$ cat config.mk
export PLATFORM = sky130hd
export DESIGN_NAME = preemptive_priority_scheduler
export DESIGN_NICKNAME = d
export VERILOG_FILES = /design/src/rtl/pps_pkg.sv /design/src/rtl/preemptive_priority_scheduler.sv /design/src/rtl/pps_slot_table.sv /design/src/rtl/pps_pick.sv
export SDC_FILE = /design/constraint.sdc
export NUM_CORES = 2
export LEC_CHECK = 0
export BUFFER_PORTS_ARGS = -buffer_cell sky130_fd_sc_hd__buf_2
export CORE_MARGIN = 2
export CORE_UTILIZATION = 45
export DETAILED_ROUTE_END_ITERATION = 16
export GPL_TIMING_DRIVEN = 0
export SYNTH_ARGS = -nofsm -noshare
export SYNTH_HDL_FRONTEND = slang
export SYNTH_SLANG_ARGS = --single-unit
export TNS_END_PERCENT = 100
$ cat constraint.sdc
create_clock -name clk_i -period 65.2 [get_ports clk_i]
set_input_delay 0 -clock clk_i [delete_from_list [all_inputs] [get_ports clk_i]]
set_output_delay 0 -clock clk_i [all_outputs]
set_load 0.05 [all_outputs]
$ cat src/rtl/pps_pkg.sv
package pps_pkg;

  localparam int unsigned DEPTH   = 16;
  localparam int unsigned TIME_W  = 32;
  localparam int unsigned ID_W    = 8;
  localparam int unsigned BURST_W = 16;
  localparam int unsigned PRIO_W  = 8;
  localparam int unsigned STAT_W  = 3;
  localparam int unsigned IN_DATA_W  = 32;
  localparam int unsigned OUT_DATA_W = 136;

  typedef enum logic [STAT_W-1:0] {
    ST_ADMITTED   = 3'd0,
    ST_FULL       = 3'd1,
    ST_ZERO_BURST = 3'd2,
    ST_RAN        = 3'd3,
    ST_FINISHED   = 3'd4,
    ST_IDLE       = 3'd5
  } status_e;

  typedef enum logic {
    FUNC_ADMIT = 1'b0,
    FUNC_TICK  = 1'b1
  } func_e;

  typedef struct packed {
    logic admit;
    logic run;
    logic retire;
  } tbl_cmd_t;

endpackage

$ cat src/rtl/preemptive_priority_scheduler.sv
// Preemptive priority scheduler. Each input transaction is either an admit
// (tuser 0) that files a task with a nonzero burst into the lowest free
// table slot, if any, or a tick (tuser 1) that runs one time unit of the
// ready task with the smallest priority value (ties: oldest arrival, then
// lowest slot), if any, and advances time. Every input transaction yields
// exactly one output transaction. Throughput is one transaction per cycle
// unless the output stalls; input and result registers surround a compare
// tree over all slots, whose log2(TABLE_DEPTH) levels bound the clock rate.
module preemptive_priority_scheduler #(
  parameter int unsigned TABLE_DEPTH = pps_pkg::DEPTH
) (
  input  logic                               clk_i,
  input  logic                               rst_ni,
  input  logic                               s_axis_tvalid_i,
  output logic                               s_axis_tready_o,
  // task_id[7:0], burst_length[23:8], priority_level[31:24]
  input  logic [pps_pkg::IN_DATA_W-1:0]      s_axis_tdata_i,
  // func[0]
  input  logic                               s_axis_tuser_i,
  output logic                               m_axis_tvalid_o,
  input  logic                               m_axis_tready_i,
  // served_id[7:0], finish_time[39:8], turnaround[71:40], waiting[103:72],
  // now[135:104]
  output logic [pps_pkg::OUT_DATA_W-1:0]     m_axis_tdata_o,
  // status[2:0]
  output logic [pps_pkg::STAT_W-1:0]         m_axis_tuser_o
);
  import pps_pkg::*;

  localparam int unsigned IdxW = $clog2(TABLE_DEPTH);

  logic               in_vld_q;
  func_e              func_q;
  logic [ID_W-1:0]    id_q;
  logic [BURST_W-1:0] burst_q;
  logic [PRIO_W-1:0]  prio_q;
  logic [TIME_W-1:0]  now_q, now_d;

  logic               out_vld_q;
  status_e            status_q, status_d;
  logic [ID_W-1:0]    served_q, served_d;
  logic [TIME_W-1:0]  fin_q, fin_d;
  logic [TIME_W-1:0]  tat_q, tat_d;
  logic [TIME_W-1:0]  wt_q, wt_d;

  logic               fire;
  tbl_cmd_t           cmd;

  logic [TABLE_DEPTH-1:0] tbl_valid;
  logic [PRIO_W-1:0]      tbl_prio    [TABLE_DEPTH];
  logic [TIME_W-1:0]      tbl_arrival [TABLE_DEPTH];
  logic [ID_W-1:0]        run_task;
  logic [TIME_W-1:0]      run_arrival;
  logic [BURST_W-1:0]     run_remain;
  logic [BURST_W-1:0]     run_orig;
  logic                   found;
  logic [IdxW-1:0]        win_idx;
  logic                   free;
  logic [IdxW-1:0]        free_idx;
  logic [TIME_W-1:0]      now_inc;

  assign fire            = in_vld_q && (!out_vld_q || m_axis_tready_i);
  assign s_axis_tready_o = !in_vld_q || fire;

  always_ff @(posedge clk_i or negedge rst_ni) begin
    if (!rst_ni) begin
      in_vld_q  <= 1'b0;
      out_vld_q <= 1'b0;
      now_q     <= '0;
    end else begin
      if (s_axis_tready_o) begin
        in_vld_q <= s_axis_tvalid_i;
      end
      if (fire) begin
        out_vld_q <= 1'b1;
        now_q     <= now_d;
      end else if (m_axis_tready_i) begin
        out_vld_q <= 1'b0;
      end
    end
  end

  always_ff @(posedge clk_i) begin
    if (s_axis_tready_o && s_axis_tvalid_i) begin
      func_q  <= func_e'(s_axis_tuser_i);
      id_q    <= s_axis_tdata_i[7:0];
      burst_q <= s_axis_tdata_i[23:8];
      prio_q  <= s_axis_tdata_i[31:24];
    end
    if (fire) begin
      status_q <= status_d;
      served_q <= served_d;
      fin_q    <= fin_d;
      tat_q    <= tat_d;
      wt_q     <= wt_d;
    end
  end

  pps_slot_table #(
    .TableDepth(TABLE_DEPTH)
  ) u_table (
    .clk_i          (clk_i),
    .rst_ni         (rst_ni),
    .cmd_i          (cmd),
    .admit_idx_i    (free_idx),
    .run_idx_i      (win_idx),
    .admit_task_i   (id_q),
    .admit_arrival_i(now_q),
    .admit_burst_i  (burst_q),
    .admit_prio_i   (prio_q),
    .valid_o        (tbl_valid),
    .prio_o         (tbl_prio),
    .arrival_o      (tbl_arrival),
    .run_task_o     (run_task),
    .run_arrival_o  (run_arrival),
    .run_remain_o   (run_remain),
    .run_orig_o     (run_orig)
  );

  pps_pick #(
    .TableDepth(TABLE_DEPTH)
  ) u_pick (
    .valid_i   (tbl_valid),
    .prio_i    (tbl_prio),
    .arrival_i (tbl_arrival),
    .now_i     (now_q),
    .found_o   (found),
    .win_idx_o (win_idx),
    .free_o    (free),
    .free_idx_o(free_idx)
  );

  assign now_inc = now_q + TIME_W'(1);

  always_comb begin
    cmd      = '0;
    status_d = ST_IDLE;
    served_d = '0;
    fin_d    = '0;
    tat_d    = '0;
    wt_d     = '0;
    now_d    = now_q;
    case (func_q)
      FUNC_ADMIT: begin
        if (burst_q == '0) begin
          status_d = ST_ZERO_BURST;
        end else if (!free) begin
          status_d = ST_FULL;
        end else begin
          status_d  = ST_ADMITTED;
          served_d  = id_q;
          cmd.admit = fire;
        end
      end
      FUNC_TICK: begin
        now_d = now_inc;
        if (found) begin
          served_d = run_task;
          cmd.run  = fire;
          if (run_remain <= BURST_W'(1)) begin
            status_d   = ST_FINISHED;
            cmd.retire = fire;
            fin_d      = now_inc;
            tat_d      = now_inc - run_arrival;
            wt_d       = now_inc - run_arrival - TIME_W'(run_orig);
          end else begin
            status_d = ST_RAN;
          end
        end
      end
      default: ;
    endcase
  end

  assign m_axis_tvalid_o = out_vld_q;
  assign m_axis_tuser_o  = status_q;
  assign m_axis_tdata_o  = {now_q, wt_q, tat_q, fin_q, served_q};

  assert property (@(posedge clk_i) disable iff (!rst_ni)
    fire && (func_q == FUNC_TICK) |=> now_q == $past(now_q) + TIME_W'(1))
    else $error("tick did not advance time");

  assert property (@(posedge clk_i) disable iff (!rst_ni)
    fire && (func_q == FUNC_ADMIT) |=> $stable(now_q))
    else $error("admit moved time");

  assert property (@(posedge clk_i) disable iff (!rst_ni)
    cmd.admit |=> $countones(tbl_valid) == $countones($past(tbl_valid)) + 1)
    else $error("admit did not fill exactly one slot");

  assert property (@(posedge clk_i) disable iff (!rst_ni)
    fire && (status_d == ST_FULL) |-> &tbl_valid)
    else $error("table reported full with a free slot");

endmodule

$ cat src/rtl/pps_slot_table.sv
module pps_slot_table #(
  parameter int unsigned TableDepth = pps_pkg::DEPTH
) (
  input  logic                              clk_i,
  input  logic                              rst_ni,
  input  pps_pkg::tbl_cmd_t                 cmd_i,
  input  logic [$clog2(TableDepth)-1:0]     admit_idx_i,
  input  logic [$clog2(TableDepth)-1:0]     run_idx_i,
  input  logic [pps_pkg::ID_W-1:0]          admit_task_i,
  input  logic [pps_pkg::TIME_W-1:0]        admit_arrival_i,
  input  logic [pps_pkg::BURST_W-1:0]       admit_burst_i,
  input  logic [pps_pkg::PRIO_W-1:0]        admit_prio_i,
  output logic [TableDepth-1:0]             valid_o,
  output logic [pps_pkg::PRIO_W-1:0]        prio_o    [TableDepth],
  output logic [pps_pkg::TIME_W-1:0]        arrival_o [TableDepth],
  output logic [pps_pkg::ID_W-1:0]          run_task_o,
  output logic [pps_pkg::TIME_W-1:0]        run_arrival_o,
  output logic [pps_pkg::BURST_W-1:0]       run_remain_o,
  output logic [pps_pkg::BURST_W-1:0]       run_orig_o
);
  import pps_pkg::*;

  logic [TableDepth-1:0] valid_q;
  logic [ID_W-1:0]       task_q    [TableDepth];
  logic [TIME_W-1:0]     arrival_q [TableDepth];
  logic [BURST_W-1:0]    remain_q  [TableDepth];
  logic [BURST_W-1:0]    orig_q    [TableDepth];
  logic [PRIO_W-1:0]     prio_q    [TableDepth];

  always_ff @(posedge clk_i or negedge rst_ni) begin
    if (!rst_ni) begin
      valid_q <= '0;
    end else begin
      if (cmd_i.admit) begin
        valid_q[admit_idx_i] <= 1'b1;
      end
      if (cmd_i.retire) begin
        valid_q[run_idx_i] <= 1'b0;
      end
    end
  end

  always_ff @(posedge clk_i) begin
    if (cmd_i.admit) begin
      task_q[admit_idx_i]    <= admit_task_i;
      arrival_q[admit_idx_i] <= admit_arrival_i;
      remain_q[admit_idx_i]  <= admit_burst_i;
      orig_q[admit_idx_i]    <= admit_burst_i;
      prio_q[admit_idx_i]    <= admit_prio_i;
    end else if (cmd_i.run) begin
      remain_q[run_idx_i] <= remain_q[run_idx_i] - BURST_W'(1);
    end
  end

  assign valid_o       = valid_q;
  assign prio_o        = prio_q;
  assign arrival_o     = arrival_q;
  assign run_task_o    = task_q[run_idx_i];
  assign run_arrival_o = arrival_q[run_idx_i];
  assign run_remain_o  = remain_q[run_idx_i];
  assign run_orig_o    = orig_q[run_idx_i];

endmodule

$ cat src/rtl/pps_pick.sv
module pps_pick #(
  parameter int unsigned TableDepth = pps_pkg::DEPTH
) (
  input  logic [TableDepth-1:0]          valid_i,
  input  logic [pps_pkg::PRIO_W-1:0]     prio_i    [TableDepth],
  input  logic [pps_pkg::TIME_W-1:0]     arrival_i [TableDepth],
  input  logic [pps_pkg::TIME_W-1:0]     now_i,
  output logic                           found_o,
  output logic [$clog2(TableDepth)-1:0]  win_idx_o,
  output logic                           free_o,
  output logic [$clog2(TableDepth)-1:0]  free_idx_o
);
  import pps_pkg::*;

  localparam int unsigned IdxW   = $clog2(TableDepth);
  localparam int unsigned Leaves = 1 << IdxW;

  // heap-ordered compare tree, node 1 is the root, leaves start at Leaves
  logic              node_vld  [2*Leaves];
  logic [PRIO_W-1:0] node_prio [2*Leaves];
  logic [TIME_W-1:0] node_age  [2*Leaves];
  logic [IdxW-1:0]   node_idx  [2*Leaves];

  always_comb begin
    logic take_r;
    node_vld[0]  = 1'b0;
    node_prio[0] = '0;
    node_age[0]  = '0;
    node_idx[0]  = '0;
    for (int i = 0; i < Leaves; i++) begin
      if (i < TableDepth) begin
        node_vld[Leaves+i]  = valid_i[i];
        node_prio[Leaves+i] = prio_i[i];
        node_age[Leaves+i]  = now_i - arrival_i[i];
      end else begin
        node_vld[Leaves+i]  = 1'b0;
        node_prio[Leaves+i] = '0;
        node_age[Leaves+i]  = '0;
      end
      node_idx[Leaves+i] = IdxW'(i);
    end
    for (int n = Leaves - 1; n >= 1; n--) begin
      // right child holds higher slots: it wins only when strictly better
      take_r = node_vld[2*n+1] &&
               (!node_vld[2*n] ||
                (node_prio[2*n+1] < node_prio[2*n]) ||
                ((node_prio[2*n+1] == node_prio[2*n]) &&
                 (node_age[2*n+1] > node_age[2*n])));
      node_vld[n]  = node_vld[2*n] | node_vld[2*n+1];
      node_prio[n] = take_r ? node_prio[2*n+1] : node_prio[2*n];
      node_age[n]  = take_r ? node_age[2*n+1]  : node_age[2*n];
      node_idx[n]  = take_r ? node_idx[2*n+1]  : node_idx[2*n];
    end
  end

  assign found_o   = node_vld[1];
  assign win_idx_o = node_idx[1];

  always_comb begin
    free_idx_o = '0;
    for (int i = TableDepth - 1; i >= 0; i--) begin
      if (!valid_i[i]) begin
        free_idx_o = IdxW'(i);
      end
    end
  end

  assign free_o = ~&valid_i;

endmodule

After elaboration in Yosys (flattened, before gate mapping)
Memory sizes are Yosys's and may differ from the RTL's.
Cells that the tools add are included.
Word-level totals
  input port bits: 37
  memories kept: 3
  register bits: 830
  RAM bits: 640
  output and inout bits: 141
  word-level logic and storage cells: 331
Cells by class
  order comparisons: 38
  eq/ne operators: 15
  reductions and logical operators: 90
  add/subtract/negate cells: 20
  bitwise operators: 21
  mux-type cells: 99
Memories
  u_table.orig_q: depth 16, width 16, rd ports 1, clocked after Yosys merged registers in 0, wr ports 1, RTL line pps_slot_table.sv:27  | logic [BURST_W-1:0] orig_q [TableDepth];
  u_table.remain_q: depth 16, width 16, rd ports 1, clocked after Yosys merged registers in 0, wr ports 1, RTL line pps_slot_table.sv:26  | logic [BURST_W-1:0] remain_q [TableDepth];
  u_table.task_q: depth 16, width 8, rd ports 1, clocked after Yosys merged registers in 0, wr ports 1, RTL line pps_slot_table.sv:24  | logic [ID_W-1:0] task_q [TableDepth];
Operators by type and width (count)
  two-way mux 32 bit: 17
  subtractor 32 bit: 17
  bitwise mux 512 bit: 1
  > comparator 32 bit: 15
  two-way mux 8 bit: 18
  binary-select mux 32 bit (select 4 bit): 1
  bitwise mux 128 bit: 1
  demux 32 bit (select 4 bit): 1
  equality test 8 bit: 15
  less-than comparator 8 bit: 15
  two-way mux 4 bit: 24
  two-way mux 16 bit: 3
  logical AND 1 bit: 35
  adder 32 x 1 -> 32 bit (second input constant): 1
  demux 8 bit (select 4 bit): 1
  logical OR 1 bit: 32
  subtractor 32 x 16 -> 32 bit: 1
  two-way mux 1 bit: 23
  logical NOT 1 bit: 17
  AND 16 bit: 1
  <= comparator 16 x 1 -> 1 bit (second input constant): 1
  logical NOT 16 bit: 1
  inverter 16 bit: 1
  bitwise OR 16 bit: 1
  other kinds (18): 40

Depth between registers and ports, before layout
An unclocked memory read counts as a cell.
  depth in word-level cells: 31
  mapped depth: 102

Modules after synthesis
From an unflattened synthesis, not the netlist that was laid out.
Second synthesis, totals
  cells, all modules: 9568
  area, all modules: 104921.9 um^2
Modules (own cells, without submodules)
  pps_slot_table: seq. area each 38837.2 um^2, times used 1, cells each 1936, area each 48255.0 um^2
  pps_pick: seq. area each 0.0 um^2, times used 1, cells each 6709, area each 46728.6 um^2
  preemptive_priority_scheduler: seq. area each 5054.8 um^2, times used 1, cells each 923, area each 9938.3 um^2

Worst setup path after synthesis
OpenSTA, ideal clock, no wires.
  path kind: reg2reg
  from: register now_q[1]
  to: register wt_q[29], data pin
  path buffers: 15
  slack: 43.606 ns
  data arrival time: 21.336 ns
  cell stages (with the launch flop): 94
  library setup time: 0.259 ns
  period minus slack after synthesis: 21.594 ns
  path through: dfrtp_1 -> fa_1 -> a21o_1 -> a21oi_1 -> o21bai_1 -> a21o_1 -> a21oi_1 -> o21ai_0 -> o41ai_1 -> a2111oi_0 -> o311ai_0 -> a21boi_0 -> o41ai_1 -> o21ai_0 -> a21o_1 -> a21oi_1 -> xnor2_1 -> ha_1 -> (+58 left out) -> nor2b_1 -> o21ai_0 -> a21oi_1 -> o21ai_0 -> a21oi_1 -> o21ai_0 -> nand2b_1 -> a21o_1 -> a21o_1 -> a21o_1 -> a31o_2 -> and3_1 -> and3_1 -> o41a_1 -> o31ai_2 -> buf_2 -> a31o_2 -> a21oi_1
On the way
  word-level cells in the longest chain between the ends: 27
  elaborated cells on any way between the ends: 151
  classes of those cells: add/sub (19); order compare (23); eq/ne (7); mux (46); bitwise (1); reduce/logical (53); memory (2)
RTL lines
  start: declaration: RTL line preemptive_priority_scheduler.sv:37  | logic [TIME_W-1:0] now_q, now_d;
  start signal: assignment: RTL line preemptive_priority_scheduler.sv:76  | now_q <= now_d;
  subtractor 32 bit: RTL line pps_pick.sv:34  | node_age[Leaves+i] = now_i - arrival_i[i];
  > comparator 32 bit: RTL line pps_pick.sv:48  | (node_age[2*n+1] > node_age[2*n])));
  logical AND 1 bit: RTL line pps_pick.sv:47  | ((node_prio[2*n+1] == node_prio[2*n]) &&
  logical OR 1 bit: RTL line pps_pick.sv:46  | (node_prio[2*n+1] < node_prio[2*n]) ||
  logical AND 1 bit: RTL line pps_pick.sv:44  | take_r = node_vld[2*n+1] &&
  two-way mux 32 bit / two-way mux 8 bit (equally long branches): RTL line pps_pick.sv:51, pps_pick.sv:50
  > comparator 32 bit, or another cell as far along: RTL line pps_pick.sv:48
  logical AND 1 bit / logical OR 1 bit (equally long branches): RTL line pps_pick.sv:47, pps_pick.sv:45
  (+10 left out)
  logical OR 1 bit: RTL line pps_pick.sv:46
  logical AND 1 bit: RTL line pps_pick.sv:44
  two-way mux 4 bit: RTL line pps_pick.sv:52  | node_idx[n] = take_r ? node_idx[2*n+1] : node_idx[2*n];
  inverter 4 -> 5 bit (implied by the code): RTL line pps_slot_table.sv:59  | assign run_arrival_o = arrival_q[run_idx_i];
  binary-select mux 32 bit (select 4 bit): RTL line pps_slot_table.sv:59
  two-way mux 32 bit (implied by the code) (2 in series): RTL line pps_slot_table.sv:59
  subtractor 32 bit: RTL line preemptive_priority_scheduler.sv:165  | wt_d = now_inc - run_arrival - TIME_W'(run_orig);
  subtractor 32 x 16 -> 32 bit: RTL line preemptive_priority_scheduler.sv:165
  end signal: assignment: RTL line preemptive_priority_scheduler.sv:95  | wt_q <= wt_d;
  end: declaration: RTL line preemptive_priority_scheduler.sv:44  | logic [TIME_W-1:0] wt_q, wt_d;
Parallel ways exist; a longest one is shown, timed or not. The select of a mux whose other input is x is not followed.
A chain may end at the register's enable or synchronous reset.

Final worst setup path
  from: register now_q[0]
  to: register wt_q[26], data pin
On the way
  elaborated cells on any way between the ends: 151
  classes of those cells: add/sub (19); order compare (23); eq/ne (7); mux (46); bitwise (1); reduce/logical (53); memory (2)
RTL lines
  adder 32 x 1 -> 32 bit: RTL line preemptive_priority_scheduler.sv:133  | assign now_inc = now_q + TIME_W'(1);
  named net now_inc[0]: RTL line preemptive_priority_scheduler.sv:60  | logic [TIME_W-1:0] now_inc;
  subtractor 32 bit: RTL line preemptive_priority_scheduler.sv:165
  subtractor 32 x 16 -> 32 bit: RTL line preemptive_priority_scheduler.sv:165
The timed path passes the listed nets, and every way through them passes these cells. The select of a mux whose other input is x is not followed.

==> results by group <==
Worst setup path
  – CP Max Fanout: 22
  – CP arrival: roughly 39000 ps
  – Crit path required time: 65820 ps
  – Critical path endpoint category: register
  – Critical R2R Capture: wt_q[26]$_SDFFCE_PN0P_
  – CP endpoint: wt_q[26]$_SDFFCE_PN0P_
  – Crit path kind: register to register
  – Worst path max stage delay: 1140 ps
  – CP max-delay cell: clkbuf_1
  – Startpoint types: register
  – Crit path from: now_q[0]$_DFFE_PN0P_
  – R2R cell count: 97
  – Worst R2R Setup Slack: roughly 27000 ps
  – Worst r2r src: now_q[0]$_DFFE_PN0P_
  – Most common cell on crit path: a21oi_1

CTS
  – Clk root buf: clkbuf_16
  – Total CTS buffers: 171
  – Clock buffer depth: 3
  – Clock transition at path regs: ~60 ps
  – Clock tree from TritonCTS: yes
  – Clock Latency Late Sink: approximately 900 ps
  – CTS H-tree lvls: 4
  – Resized Gates After CTS: 0
  – Sink Count: about 1500

Synth
  – Multiplexer share of the synthesized area: roughly 3%
  – Netlist cell types: around 110
  – Synth Net Count: 12000
  – Post-Synth XOR/XNOR Area: 4.78%
  – Most used DFF post-synth: edfxtp_1
  – Synth Register Bits: between 1000 and 1500
  – Synth Area in Compound Gates: between 15 and 20%
  – Post-synth EDFFs: about 1400
  – Netlist Area Pre-Place: slightly above 0.1 sq mm
  – Synth Area in Simple Gates: between 10% and 20%
  – Cells after Synth: between 10000 and 15000
  – Register area share after synthesis: between 40% and 50%
  – Main combinational cell family by area after synthesis: compound AO/OA/AOI/OAI gates
  – Yosys warning count: 0
  – Ys async rst share: under 10%
  – Synth Area per Inst: roughly 9.7 sq um
  – Post-synthesis adder-cell area fraction: between 10 and 15%

GRT
  – GRT Total Usage: around two fifths
  – Initial antenna violation count: 50
  – Vias in the first global route: approximately 85000
  – Grt total ovfl: 0
  – Largest net degree at the start of global routing: 73
  – First-pass GRT wire length: ~650000 microns

STA
  – Worst Tran Pin Value: roughly 1900 ps
  – Crit share post-route: between 50 and 60%
  – Final Max Tran Viols: 98
  – Max Freq: about 0.026 GHz
  – RSZ-0062 raised after global routing: false
  – Final TNS setup: 0 ps
  – Setup-failing EPs final: 0
  – Final Skew: 80.7 ps
  – Slew HR: -24.7%
  – Period minus WS final: around 38000 ps
  – Final Hold Violating Endpoints: 0

Routing
  – WL final: 474000 microns
  – DRT Pass-1 Iters: 7
  – 1st-iter DRT viols: between 10000 and 15000
  – Post-route ant nets: 0
  – Drt wl/cell: between 30 and 40 microns
  – Vias per std cell: 6.28
  – Vias: approximately 91000
  – DRC: 0

Floorplan
  – Site Rows: between 150 and 200
  – Width of the die: 485 microns
  – Die height: roughly 480 microns
  – Ports: 178
  – Initial core utilization: 45.2%
  – DIE AREA: approximately 0.23 sq mm
  – Core Box Area: between 0.2 and 0.25 sq mm

Placement
  – RD Place Congestion: a little over 1
  – Dpl hpwl: 379000 microns
  – Count of input and output buffers: between 150 and 200
  – Dpl cells: between 10000 and 15000

Layout
  – Post-route insts no fill: between 10000 and 15000
  – Seq. cell area: 0.0439 sq mm
  – Area grow syn2layout: 13.8%
  – Share of cells above drive strength 1: approximately 7.7%
  – Number of fill cells: approximately 21000
  – Multi-input gate area: ~0.055 sq mm
  – Fin nets: ~13000

Hold path
  – Hold WC Path Type: input pin to async pin

Job
  – Max Cap Viol: 19

Run status
  – Run status: finished with violations
  – Violated checks: max-capacitance violations, max-slew violations
==> worst min path at each step <==
stage / depth (start not counted) / slack (ps) / endpoint
after floorplan: 0 / -300 / in_vld_q$_DFFE_PN0N_
after CTS: 4 / 210 / now_q[20]$_DFFE_PN0P_
final: 4 / 250 / now_q[22]$_DFFE_PN0P_
after global placement: 1 / 180 / prio_q[7]$_DFFE_PP_
after global routing: 4 / 270 / now_q[22]$_DFFE_PN0P_
after detailed placement: 1 / 180 / now_q[27]$_DFFE_PN0P_
==> registers in the layout (all words and copies together) (netlist names) <==
name,count
burst_q,16
fin_q,32
func_q,1
id_q,8
in_vld_q,1
m_axis_tuser_o,3
m_axis_tvalid_o,1
now_q,32
prio_q,8
served_q,8
tat_q,32
u_table.arrival_o,512
u_table.orig_q,256
u_table.prio_o,128
u_table.remain_q,256
u_table.task_q,128
u_table.valid_o,16
wt_q,32
==> layout by cell type (no fill, tap or decap), drive strengths merged, types with 54 or more instances in the layout <==
cell type,count
a21oi,731
nand3,333
xnor2,367
o21a,145
and3,125
inv,942
a211oi,96
clkinv,58
nor2,803
edfxtp,1420
nand2,1263
and2,83
xor2,199
nand2b,66
nor3,168
or3,54
o21bai,75
nor2b,110
dlygate4sd3,73
o21ai,577
clkbuf,498
a31oi,147
nand4,173
buf,383
a21o,224
mux2i,249
mux2,61
o211ai,137
ha,1144
==> worst max-delay path, delay by kind of cell (launching register included) <==
family	cells	cell delay (ps)
multiplexers	2	630
XOR/XNOR	2	460
AO/OA/AOI/OAI	40	16140
flip-flops	1	740
buffers and inverters	19	9670
AND/OR/NAND/NOR	25	6850
adder cells (fa/ha/maj)	9	3270
==> per-layer routing <==
layer	vias up	part of all wire, %	wire length, microns	global-route usage, %
met5	-	0.016	74	0
met4	12	5.6	26500	19.2
met2	4956	41	194000	56.3
met3	845	11	50500	8.96
li1	40500	-	-	-
met1	44800	43	203000	55.7
==> synthesized netlist by cell type, types with 35 or more instances <==
master / instances / share of area [%]
a21boi_0: 35 / 0.25
nand2b_1: 66 / 0.40
a211oi_1: 92 / 0.66
a21o_1: 224 / 1.6
xor2_1: 199 / 1.7
edfxtp_1: 1420 / 41
mux2i_1: 249 / 2.4
o21ai_0: 566 / 2.7
or3_1: 54 / 0.32
nor3_1: 166 / 0.80
a311oi_1: 51 / 0.43
ha_1: 1144 / 14
nor2b_1: 110 / 0.66
a21oi_1: 730 / 3.5
inv_1: 936 / 3.4
o22ai_1: 47 / 0.28
buf_1: 51 / 0.18
dfrtp_1: 50 / 1.2
o21bai_1: 75 / 0.54
nor4_1: 49 / 0.29
clkbuf_1: 273 / 0.99
o31ai_1: 43 / 0.31
nor2_1: 792 / 2.9
nand2_1: 1261 / 4.6
a221oi_1: 44 / 0.37
a31oi_1: 147 / 0.88
o211ai_1: 135 / 0.97
nand3_1: 333 / 1.6
and3_1: 125 / 0.75
o21a_1: 145 / 1.0
and2_1: 80 / 0.48
nand4_1: 173 / 1.0
mux2_2: 59 / 0.64
xnor2_1: 366 / 3.1
==> metrics by stage <==
step	area [sq um]	hold WS, ps	util, %	worst slack, ps
global route	118000	268	51.4	26800
floorplan	104000	-296	-	43610
detailed placement	111000	176	48.5	28240
CTS	118000	205	51.4	28140
finish	118000	252	51.4	27010
global placement	109000	176	47.3	22630
==> cell families after synthesis <==
family                   Yosys count
buffers and inverters           1292
AO/OA/AOI/OAI                   2647
adder cells (fa/ha/maj)         1162
multiplexers                     310
AND/OR/NAND/NOR                 3325
flip-flops                      1470
XOR/XNOR                         566
==> layout make-up <==
cell class              count  share of cell area (%)
flip-flops and latches   1470                    37.1
well taps                3026                    3.20
clock buffers             225                    3.88
inverters                 937                    2.97
plain buffers             355                    1.27
multi-input cells        8010                    46.9
clock inverters            96                    1.17
repair buffers            375                    3.41
diodes                     19                  0.0402
==> what timing repair did <==
item | CTS | global route
endpoints found under the hold margin | 118 | 0
hold buffers | 74 | 0
buffers inserted | 0 | 0
Power is left out: the tool's default activity adds up to more than one toggle a clock period on the data nets, which glitch-free logic cannot reach.
